### config.mk
export PLATFORM = sky130hd
export DESIGN_NAME = dda_line_rasterizer_top
export DESIGN_NICKNAME = d
export VERILOG_FILES = /design/src/rtl/dda_pkg.sv /design/src/rtl/dda_line_rasterizer_top.sv /design/src/rtl/dda_div.sv
export SDC_FILE = /design/constraint.sdc
export NUM_CORES = 2
export LEC_CHECK = 0
export ABC_AREA = 1
export BUFFER_PORTS_ARGS = -buffer_cell sky130_fd_sc_hd__buf_2
export CAP_MARGIN = 10
export CORE_UTILIZATION = 32
export DETAILED_ROUTE_END_ITERATION = 7
export GPL_TIMING_DRIVEN = 0
export PLACE_DENSITY = 0.51
export SLEW_MARGIN = 0
export SYNTH_ARGS = -nofsm -noshare
export SYNTH_HDL_FRONTEND = slang
export SYNTH_SLANG_ARGS = --single-unit
### constraint.sdc
create_clock -name clk -period 8.6 [get_ports clk]
set_input_delay 1.72 -clock clk [delete_from_list [all_inputs] [get_ports clk]]
set_output_delay 1.72 -clock clk [all_outputs]
set_load 0.005 [all_outputs]
### src/rtl/dda_pkg.sv
package dda_pkg;

  localparam int FRAC_BITS  = 8;
  localparam int MAX_SIDE   = 64;
  localparam int OUT_CAP    = 64;
  localparam int COORD_W    = 24;
  localparam int COLOR_W    = 24;
  localparam int PIX_W      = $clog2(MAX_SIDE);
  localparam int SIDE_W     = 7;
  localparam int DIFF_W     = COORD_W + 1;
  localparam int SLOPE_FRAC = 16;
  localparam int QUOT_W     = SLOPE_FRAC + 1;
  localparam int SLOPE_W    = QUOT_W + 1;
  localparam int REM_W      = DIFF_W + 1;
  localparam int DIV_CNT_W  = $clog2(QUOT_W + 1);
  localparam int STEP_W     = DIFF_W - FRAC_BITS + 1;
  localparam int PROD_W     = STEP_W + 1 + SLOPE_W;
  localparam int MAJ_W      = DIFF_W + 2;
  localparam int ACC_W      = PROD_W + 3;
  localparam int CNT_W      = $clog2(OUT_CAP + 1);
  localparam int CFG_IDX_W  = 2;

  localparam logic [CFG_IDX_W-1:0] CFG_CANVAS_WIDTH  = 2'd0;
  localparam logic [CFG_IDX_W-1:0] CFG_CANVAS_HEIGHT = 2'd1;

  typedef struct packed {
    logic signed [COORD_W-1:0] start_x;
    logic signed [COORD_W-1:0] start_y;
    logic signed [COORD_W-1:0] end_x;
    logic signed [COORD_W-1:0] end_y;
    logic [COLOR_W-1:0]        stroke_color;
  } seg_t;

  typedef struct packed {
    logic [PIX_W-1:0]   pixel_x;
    logic [PIX_W-1:0]   pixel_y;
    logic [COLOR_W-1:0] pixel_color;
    logic               pixel_valid;
    logic               last_pixel;
  } pix_t;

endpackage

### src/rtl/dda_line_rasterizer_top.sv
// dda line rasterizer
// input: a segment transaction (two signed Q15.8 endpoints and a color) is
// taken when start is high and busy is low. busy stays high until the
// segment is fully walked; no new segment is taken meanwhile.
// output: one pixel write per out_strobe cycle; out_data.last_pixel marks
// the final write. a segment with no pixel inside the canvas gives a single
// result with pixel_valid low and last_pixel high. the receiver cannot
// stall; every strobe is a transaction.
// config: cfg_valid/cfg_ready write canvas width (index 0) or height
// (index 1); cfg_ready is always high. write only while busy is low.
// sequence: a setup state, then the slope divider (one quotient bit per
// cycle), then S_MUL and S_INIT to position the walk, then one walk step
// per major-axis step inside the canvas (at most 65) plus one that ends the
// walk, then a flush state for the final result. busy stays high from
// setup through the flush state.
// reset: canvas returns to 64 x 64, any segment in flight is dropped.
module dda_line_rasterizer_top (
  input  logic                           clk,
  input  logic                           rst_n,
  input  logic                           start,
  output logic                           busy,
  input  dda_pkg::seg_t                  in_data,
  output logic                           out_strobe,
  output dda_pkg::pix_t                  out_data,
  input  logic                           cfg_valid,
  output logic                           cfg_ready,
  input  logic [dda_pkg::CFG_IDX_W-1:0]  cfg_index,
  input  logic [dda_pkg::SIDE_W-1:0]     cfg_data
);
  import dda_pkg::*;

  localparam logic [2:0] S_IDLE  = 3'd0;
  localparam logic [2:0] S_SETUP = 3'd1;
  localparam logic [2:0] S_DIV   = 3'd2;
  localparam logic [2:0] S_MUL   = 3'd3;
  localparam logic [2:0] S_INIT  = 3'd4;
  localparam logic [2:0] S_WALK  = 3'd5;
  localparam logic [2:0] S_FLUSH = 3'd6;

  localparam logic signed [MAJ_W-1:0] ONE = MAJ_W'(1 << FRAC_BITS);
  localparam int BASE_SH = SLOPE_FRAC - FRAC_BITS;

  function automatic logic [SIDE_W-1:0] clamp_side(input logic [SIDE_W-1:0] v);
    return (v > SIDE_W'(MAX_SIDE)) ? SIDE_W'(MAX_SIDE) : v;
  endfunction

  logic [2:0]                state_r;
  logic [SIDE_W-1:0]         width_r;
  logic [SIDE_W-1:0]         height_r;
  seg_t                      seg_r;
  logic signed [COORD_W-1:0] m0_r;
  logic signed [COORD_W-1:0] n0_r;
  logic                      neg_r;
  logic                      minneg_r;
  logic                      xmaj_r;
  logic                      none_r;
  logic                      zero_r;
  logic [DIFF_W-1:0]         amaj_r;
  logic [SIDE_W-1:0]         majlim_r;
  logic [SIDE_W-1:0]         minlim_r;
  logic [STEP_W-1:0]         i0_r;
  logic [STEP_W-1:0]         steps_r;
  logic signed [SLOPE_W-1:0] slope_r;
  logic signed [PROD_W-1:0]  prod_r;
  logic signed [ACC_W-1:0]   acc_r;
  logic signed [MAJ_W-1:0]   m_r;
  logic [STEP_W-1:0]         i_r;
  logic [CNT_W-1:0]          cnt_r;
  pix_t                      pend_r;
  logic                      out_strobe_r;
  pix_t                      out_data_r;

  logic [SIDE_W-1:0]         wc;
  logic [SIDE_W-1:0]         hc;
  logic signed [DIFF_W-1:0]  dx;
  logic signed [DIFF_W-1:0]  dy;
  logic [DIFF_W-1:0]         adx;
  logic [DIFF_W-1:0]         ady;
  logic                      xmaj;
  logic                      div_done;
  logic [QUOT_W-1:0]         div_quot;

  logic signed [MAJ_W-1:0]   m0_ext;
  logic signed [MAJ_W-1:0]   hi;
  logic signed [MAJ_W-1:0]   gap;
  logic [STEP_W-1:0]         i0;
  logic signed [MAJ_W-1:0]   moff;
  logic signed [ACC_W-1:0]   base;

  logic                      stop;
  logic                      n_ok;
  logic                      hit;
  logic [PIX_W-1:0]          mt;
  logic [PIX_W-1:0]          nt;
  pix_t                      cur;
  pix_t                      fin;

  assign wc = clamp_side(width_r);
  assign hc = clamp_side(height_r);

  assign dx   = $signed({seg_r.end_x[COORD_W-1], seg_r.end_x})
              - $signed({seg_r.start_x[COORD_W-1], seg_r.start_x});
  assign dy   = $signed({seg_r.end_y[COORD_W-1], seg_r.end_y})
              - $signed({seg_r.start_y[COORD_W-1], seg_r.start_y});
  assign adx  = dx[DIFF_W-1] ? DIFF_W'(-dx) : DIFF_W'(dx);
  assign ady  = dy[DIFF_W-1] ? DIFF_W'(-dy) : DIFF_W'(dy);
  assign xmaj = (adx > ady);

  dda_div u_div (
    .clk  (clk),
    .rst_n(rst_n),
    .go   (state_r == S_SETUP),
    .num  (xmaj ? ady : adx),
    .den  (xmaj ? adx : ady),
    .done (div_done),
    .quot (div_quot)
  );

  // first step index whose major coordinate can be inside the canvas
  assign m0_ext = MAJ_W'(m0_r);
  assign hi     = $signed(MAJ_W'({majlim_r, {FRAC_BITS{1'b0}}}));
  assign gap    = neg_r ? (m0_ext - hi) : (-ONE - m0_ext);
  assign i0     = gap[MAJ_W-1] ? '0 : (STEP_W'(gap >>> FRAC_BITS) + 1'b1);
  assign moff   = $signed(MAJ_W'({i0_r, {FRAC_BITS{1'b0}}}));
  assign base   = ACC_W'(n0_r) <<< BASE_SH;

  assign stop = (i_r >= steps_r) || (m_r <= -ONE) || (m_r >= hi)
              || (cnt_r == CNT_W'(OUT_CAP));
  assign n_ok = acc_r[ACC_W-1]
              ? ((&acc_r[ACC_W-1:SLOPE_FRAC]) && (acc_r[SLOPE_FRAC-1:0] != '0))
              : (acc_r[ACC_W-1:SLOPE_FRAC] < (ACC_W - SLOPE_FRAC)'(minlim_r));
  assign hit  = !stop && n_ok;
  assign mt   = m_r[MAJ_W-1] ? '0 : m_r[FRAC_BITS +: PIX_W];
  assign nt   = acc_r[ACC_W-1] ? '0 : acc_r[SLOPE_FRAC +: PIX_W];

  always_comb begin
    cur.pixel_x     = xmaj_r ? mt : nt;
    cur.pixel_y     = xmaj_r ? nt : mt;
    cur.pixel_color = seg_r.stroke_color;
    cur.pixel_valid = 1'b1;
    cur.last_pixel  = 1'b0;
  end

  // final result: the held pixel, or an empty completion
  always_comb begin
    fin            = pend_r.pixel_valid ? pend_r : '0;
    fin.last_pixel = 1'b1;
  end

  always_ff @(posedge clk) begin
    if (!rst_n) begin
      width_r  <= SIDE_W'(MAX_SIDE);
      height_r <= SIDE_W'(MAX_SIDE);
    end else if (cfg_valid) begin
      priority if (cfg_index == CFG_CANVAS_WIDTH) begin
        width_r <= cfg_data;
      end else if (cfg_index == CFG_CANVAS_HEIGHT) begin
        height_r <= cfg_data;
      end
    end
  end

  always_ff @(posedge clk) begin
    if (!rst_n) begin
      state_r      <= S_IDLE;
      out_strobe_r <= 1'b0;
    end else begin
      out_strobe_r <= 1'b0;
      unique case (state_r)
        S_IDLE: begin
          if (start) begin
            state_r <= S_SETUP;
          end
        end
        S_SETUP: state_r <= S_DIV;
        S_DIV: begin
          if (div_done) begin
            state_r <= S_MUL;
          end
        end
        S_MUL:  state_r <= S_INIT;
        S_INIT: state_r <= none_r ? S_FLUSH : S_WALK;
        S_WALK: begin
          if (stop) begin
            state_r <= S_FLUSH;
          end else if (hit && pend_r.pixel_valid) begin
            out_strobe_r <= 1'b1;
          end
        end
        S_FLUSH: begin
          out_strobe_r <= 1'b1;
          state_r      <= S_IDLE;
        end
        default: state_r <= S_IDLE;
      endcase
    end
  end

  always_ff @(posedge clk) begin
    unique case (state_r)
      S_IDLE: begin
        seg_r <= in_data;
      end
      S_SETUP: begin
        xmaj_r   <= xmaj;
        m0_r     <= xmaj ? seg_r.start_x : seg_r.start_y;
        n0_r     <= xmaj ? seg_r.start_y : seg_r.start_x;
        neg_r    <= xmaj ? dx[DIFF_W-1] : dy[DIFF_W-1];
        minneg_r <= xmaj ? dy[DIFF_W-1] : dx[DIFF_W-1];
        amaj_r   <= xmaj ? adx : ady;
        zero_r   <= xmaj ? (adx == '0) : (ady == '0);
        majlim_r <= xmaj ? wc : hc;
        minlim_r <= xmaj ? hc : wc;
        none_r   <= (wc == '0) || (hc == '0);
      end
      S_DIV: begin
        i0_r    <= i0;
        steps_r <= STEP_W'(amaj_r >> FRAC_BITS) + 1'b1;
        if (zero_r) begin
          slope_r <= '0;
        end else if (minneg_r) begin
          slope_r <= -$signed({1'b0, div_quot});
        end else begin
          slope_r <= $signed({1'b0, div_quot});
        end
      end
      S_MUL: begin
        prod_r <= $signed({1'b0, i0_r}) * slope_r;
      end
      S_INIT: begin
        acc_r  <= base + ACC_W'(prod_r);
        m_r    <= neg_r ? (m0_ext - moff) : (m0_ext + moff);
        i_r    <= i0_r;
        cnt_r  <= '0;
        pend_r <= '0;
      end
      S_WALK: begin
        if (!stop) begin
          i_r   <= i_r + 1'b1;
          m_r   <= neg_r ? (m_r - ONE) : (m_r + ONE);
          acc_r <= acc_r + ACC_W'(slope_r);
          if (hit) begin
            out_data_r <= pend_r;
            pend_r     <= cur;
            cnt_r      <= cnt_r + 1'b1;
          end
        end
      end
      S_FLUSH: begin
        out_data_r <= fin;
      end
      default: begin
        cnt_r <= '0;
      end
    endcase
  end

  assign busy       = (state_r != S_IDLE);
  assign cfg_ready  = 1'b1;
  assign out_strobe = out_strobe_r;
  assign out_data   = out_data_r;

  a_empty_is_last: assert property (@(posedge clk) disable iff (!rst_n)
    out_strobe && !out_data.pixel_valid |-> out_data.last_pixel)
    else $error("empty completion without last marker");

  a_last_ends_segment: assert property (@(posedge clk) disable iff (!rst_n)
    out_strobe && out_data.last_pixel |-> !busy)
    else $error("last result while segment still in progress");

  a_mid_while_busy: assert property (@(posedge clk) disable iff (!rst_n)
    out_strobe && !out_data.last_pixel |-> busy)
    else $error("non-final result outside a segment");

  a_accept_quiet: assert property (@(posedge clk) disable iff (!rst_n)
    start && !busy |=> busy && !out_strobe)
    else $error("segment accept not followed by setup");

  a_pixel_inside: assert property (@(posedge clk) disable iff (!rst_n)
    out_strobe && out_data.pixel_valid |->
      (SIDE_W'(out_data.pixel_x) < wc) && (SIDE_W'(out_data.pixel_y) < hc))
    else $error("pixel write outside canvas");

endmodule

### src/rtl/dda_div.sv
module dda_div (
  input  logic                          clk,
  input  logic                          rst_n,
  input  logic                          go,
  input  logic [dda_pkg::DIFF_W-1:0]    num,
  input  logic [dda_pkg::DIFF_W-1:0]    den,
  output logic                          done,
  output logic [dda_pkg::QUOT_W-1:0]    quot
);
  import dda_pkg::*;

  logic                 active_r;
  logic [DIV_CNT_W-1:0] cnt_r;
  logic [REM_W-1:0]     rem_r;
  logic [REM_W-1:0]     den_r;
  logic [QUOT_W-1:0]    quot_r;
  logic [REM_W-1:0]     trial;
  logic                 ge;

  // first step compares the numerator itself, later ones shift by one
  assign trial = (cnt_r == DIV_CNT_W'(QUOT_W)) ? rem_r : {rem_r[REM_W-2:0], 1'b0};
  assign ge    = (trial >= den_r);
  assign done  = active_r && (cnt_r == '0);
  assign quot  = quot_r;

  always_ff @(posedge clk) begin
    if (!rst_n) begin
      active_r <= 1'b0;
      cnt_r    <= '0;
    end else if (go) begin
      active_r <= 1'b1;
      cnt_r    <= DIV_CNT_W'(QUOT_W);
    end else if (done) begin
      active_r <= 1'b0;
    end else if (active_r) begin
      cnt_r <= cnt_r - 1'b1;
    end
  end

  always_ff @(posedge clk) begin
    if (go) begin
      rem_r  <= REM_W'(num);
      den_r  <= REM_W'(den);
      quot_r <= '0;
    end else if (active_r && (cnt_r != '0)) begin
      rem_r  <= ge ? (trial - den_r) : trial;
      quot_r <= {quot_r[QUOT_W-2:0], ge};
    end
  end

endmodule
== Yosys cells after proc, flatten, opt, wreduce, memory -nomap -nowiden ==
Cells that the tools add are included.

* Bits in registers: 538
* Input port bits: 133
* Output and inout bits: 41
* Logic and storage cells: 185

* Add/subtract/negate cells: 19
* $mul: 1
* $lt $le $gt $ge: 8
* Eq/ne operators: 15
* Multiplexer cells: 55
* Bitwise logic cells: 5
* Reduce and logical (&&, ||, !) cells: 38

{| class="wikitable"
|+ Operator list
! kind !! count
|-
| 38-bit 2-to-1 mux || 5
|-
| 38-bit one-hot mux with 2 select lines || 2
|-
| 25-bit 2-to-1 mux || 6
|-
| 27-bit 2-to-1 mux || 4
|-
| 40-bit one-hot mux with 2 select lines || 1
|-
| 27-bit one-hot mux with 2 select lines || 1
|-
| 26-bit 2-to-1 mux || 2
|-
| 25-bit zero test || 2
|-
| 25-bit negator || 2
|-
| 24-bit by 24-bit subtractor with 25-bit output || 2
|-
| 24-bit 2-to-1 mux || 2
|-
| 7-bit 2-to-1 mux || 6
|-
| 40-bit by 18-bit adder with 40-bit output || 1
|-
| 40-bit 2-to-1 mux || 1
|-
| 32-bit by 37-bit adder with 38-bit output || 1
|-
| 19-bit by 18-bit multiplier with 37-bit output || 1
|-
| 18-bit by 1-bit adder with 18-bit output (second input constant) || 2
|-
| 18-bit one-hot mux with 2 select lines || 1
|-
| 24-bit by 27-bit adder with 27-bit output || 1
|-
| 27-bit by 10-bit adder with 27-bit output (second input constant) || 1
|-
| 27-bit by 16-bit >= comparator with 1-bit output || 1
|-
| 27-bit by 9-bit less-or-equal comparator with 1-bit output (second input constant) || 1
|-
| 24-bit by 27-bit subtractor with 27-bit output || 1
|-
| 27-bit by 10-bit subtractor with 27-bit output (second input constant) || 1
|-
| other kinds (47) || 93
|}

== Logic depth before layout (Yosys ltp) ==
* Depth after elaboration: 10
* Gate-level depth with buffers: 40

== By module ==
A second synthesis with hierarchy kept.

* Cell total of the unflattened synthesis: 6512
* Area total of the unflattened synthesis: 49831.5 sq um

{| class="wikitable"
|+ By module, submodules not included
! module !! instances !! cells an instance !! area an instance (sq um) !! sequential area each (sq um)
|-
| dda_line_rasterizer_top || 1 || 5698 || 44340.0 || 14233.7
|-
| dda_div || 1 || 814 || 5491.5 || 1981.9
|}

== Worst setup path before layout ==
OpenSTA, ideal clock, no wires.

* Path type: register to output
* Start: reg state_r[0]
* End: out busy
* Arrival time: 5947 ps
* Required time: 6880 ps
* Slack: 933 ps
* Stages on the path, launching flop included: 5
* Cell sequence: dfxtp_1 inv_1 nand2_1 nor2_1 inv_1

* Longest elaborated chain between the ends: 1

{| class="wikitable"
|+ Ends and longest elaborated chain
! item !! RTL line !! text
|-
| from (decl) || dda_line_rasterizer_top.sv:47 || <nowiki>logic [2:0] state_r;</nowiki>
|-
| from (signal assigned) || dda_line_rasterizer_top.sv:182 || <nowiki>S_INIT: state_r <= none_r ? S_FLUSH : S_WALK;</nowiki>
|-
| 3-bit nonzero test || dda_line_rasterizer_top.sv:258 || <nowiki>assign busy = (state_r != S_IDLE);</nowiki>
|-
| to (decl) || dda_line_rasterizer_top.sv:21 || <nowiki>output logic busy,</nowiki>
|}

No other way between the ends.

== Worst setup path after layout ==
* Start: reg i0_r[1]
* End: reg prod_r[27] (data pin)

* Longest elaborated chain between the ends: 1

{| class="wikitable"
|+ Ends and longest elaborated chain
! item !! RTL line !! text
|-
| from (decl) || dda_line_rasterizer_top.sv:61 || <nowiki>logic [STEP_W-1:0] i0_r;</nowiki>
|-
| from (signal assigned) || dda_line_rasterizer_top.sv:217 || <nowiki>i0_r <= i0;</nowiki>
|-
| 19-bit by 18-bit multiplier with 37-bit output || dda_line_rasterizer_top.sv:228 || <nowiki>prod_r <= $signed({1'b0, i0_r}) * slope_r;</nowiki>
|-
| to (signal assigned) || dda_line_rasterizer_top.sv:228 ||
|-
| to (decl) || dda_line_rasterizer_top.sv:64 || <nowiki>logic signed [PROD_W-1:0] prod_r;</nowiki>
|}

No other way between the ends.
A chain may end at the register's enable or synchronous reset.

==> results.ini <==
[floorplan]
rows=140
start_util_pct=32.3
die_x_um=386
dieArea_sq_mm=0.149
ios=174
die_h_um=386
core_area_sq_mm=0.146

[setup_path]
r2r_cells=29
r2r_slack_ns=0.55
arrival_ns=8.44
worst_path_max_delay_cell=clkbuf_1
reg2reg_to=prod_r[27]
path_class=reg2reg
crit_family=adder cells
cp.required_ns=8.99
cp.depth=29
crit_buf_inv=7
worstSetupStartpointType=flop
slowest_delay_ns=0.65
worstPathMaxFanout=10
reg2reg_from=i0_r[1]
startpoint=i0_r[1]
crit_top_cell=nand2_1
endpoint_kind=flop

[clock_network]
htreeDepth=2
root_buffer=clkbuf_16
cts_made_buffers=60
post_cts_buffers=0
clock_path_buffers=3
insertion_delay_ns=0.66
cts_hold_buf=0
clk_pin_slew_ns=0.06
numClockSinks=537
postCtsResizedCells=0
cts_tree=yes

[global_route]
grt_start_max_net_pins=60
grt_pass1_wl_um=237000
grt_usage_pct=21.0
grt_pass1_vias=39700
overflow=0
antenna_found_initial=3

[drt]
vias=40000
route.antenna.remaining_nets=0
firstDrtPassIters=6
wirelength_um=156000
drt-vias-per-instance=4.89
wl_per_cell_um=19.1
drc=0
drt_iter0_drc=2951

[finish]
fin_nets=6996
seq_area_sq_mm=0.0157
fillers=15500
syn2layout_area_growth_pct=11.9
layout-drive-gt1-share_pct=5.95
fin_area_sq_mm=0.0528
multi_input_area_sq_mm=0.0263

[sta]
hold_viol_final=0
skew_ns=0.0265
setup_violations=0
fin_hold_ws_ns=0.506
rsz0062_at_grt=no
worst_slew_pin_slew_ns=1.20
fmax_ghz=0.124
tns_ns=0
relSlewSlack_pct=19.9
post-route-min-period_ns=8.05
period_share_pct=93.6
setup_ws_ns=0.549
report.final.slew_viol_count=0

[hold_path]
hold_start=height_r[2]
min_path_cells=2
min_path_type=reg2reg
hold_path_end=height_r[2]

[synth]
synth_ff_type=edfxtp_1
yosysSeqAreaShare_pct=33.3
synth_edf_count=495
avgSynthCellArea_sq_um=7.91
ys_ff_latch=537
synthCells=5966
yosys_warnings=0
async_flop_share_pct=0
netlist_area_sq_mm=0.0472
synthDistinctLibCells=62

[placement]
gp_congestion=0.929
placed_cell_area_sq_mm=0.0508
numPortBuffers=172
post-place-ws_ns=0.600
dpl.hpwl_um=130000

[job]
maxCapViolCount=0

[status]
status=completed

==> cells in the final DEF, fill, tap and decap left out, types with 36 or more instances in the layout <==
cell / instances
nand4_1: 74
xnor2_1: 57
ha_1: 383
o21ai_0: 330
dfxtp_1: 42
clkbuf_16: 61
fa_1: 264
nand3_1: 243
a21oi_1: 317
nor4_1: 36
inv_1: 1196
nor3_1: 72
edfxtp_1: 495
nand2_1: 1406
xor2_1: 122
clkbuf_1: 124
buf_2: 179
nor2_1: 433
o21ai_1: 42
==> cell usage after synthesis (all sizes together) (8+ instances only) <==
cell type / count / area share (%)
nand2: 1417 / 11
inv: 1208 / 9.6
edfxtp: 495 / 31
nor2: 445 / 3.6
ha: 383 / 10
o21ai: 372 / 3.9
a21oi: 321 / 3.4
fa: 264 / 11
nand3: 248 / 2.7
xor2: 122 / 2.3
clkbuf: 117 / 0.93
nand4: 74 / 0.98
nor3: 73 / 0.77
xnor2: 57 / 1.1
buf: 47 / 0.55
dfxtp: 42 / 1.8
nor4: 36 / 0.48
a31oi: 24 / 0.32
nand3b: 24 / 0.38
o211ai: 24 / 0.38
o21bai: 24 / 0.38
o21a: 23 / 0.37
o22ai: 23 / 0.30
or2: 19 / 0.25
a21boi: 12 / 0.19
a21o: 10 / 0.16
o31ai: 8 / 0.13
==> how the worst max path moves through the flow <==
stage,end,slack (ns)
floorplan,busy,0.93
global placement,busy,-1.83
detailed placement,prod_r[27],0.60
CTS,prod_r[27],0.59
global route,prod_r[29],0.02
finish,prod_r[27],0.55
==> logic make-up after synthesis <==
family,count (synthesis),synth area share (%)
DFF,537,33.3
AOI/OAI and AO/OA,870,10.1
and+or+nand+nor,2352,20.7
xor gates and xnor gates,179,3.32
muxes,2,0.0451
buffers and inverters,1377,11.1
adders and majority gates,647,21.4
other,2,0.0159
==> routing by layer <==
layer / global-route usage (%) / part of all wire (%) / vias to the layer above
met3: 1.69 / 4.0 / 186
met5: 0 / 0 / -
met1: 28.0 / 45 / 19200
met4: 5.53 / 2.7 / 0
li1: - / - / 19700
met2: 36.4 / 48 / 941
==> flip-flops by register name, indices dropped and copies added (netlist names), 24 cells and up <==
name         count
prod_r          37
n0_r            24
amaj_r          25
u_div.rem_r     26
m0_r            24
seg_r           96
out_data        38
acc_r           40
cur             24
m_r             27
pend_r          37
==> worst min-delay path, stage by stage (launching register included) <==
cell and delay [ns]:
dfxtp_1 0.31, inv_1 0.09, a21oi_1 0.07
==> through the flow <==
step           util [%]  instances
3_5_place_dp       34.8       8071
4_1_cts            36.1       8184
5_1_grt            36.1       8186
2_1_floorplan         -       5967
3_3_place_gp       34.5       8056
6_report           36.1       8186
==> final cells by class <==
cell class | instances | share of cell area [%]
inverter | 1213 | 8.62
multi-input combinational | 4053 | 49.8
tap | 1917 | 4.54
buffer | 164 | 1.33
clock buffer | 75 | 3.09
antenna | 2 | 0.00948
sequential | 537 | 29.7
clock inverter | 38 | 0.699
timing repair buffer | 187 | 2.15
Power is left out: the tool's default activity adds up to more than one toggle a clock period on the data nets, which glitch-free logic cannot reach.
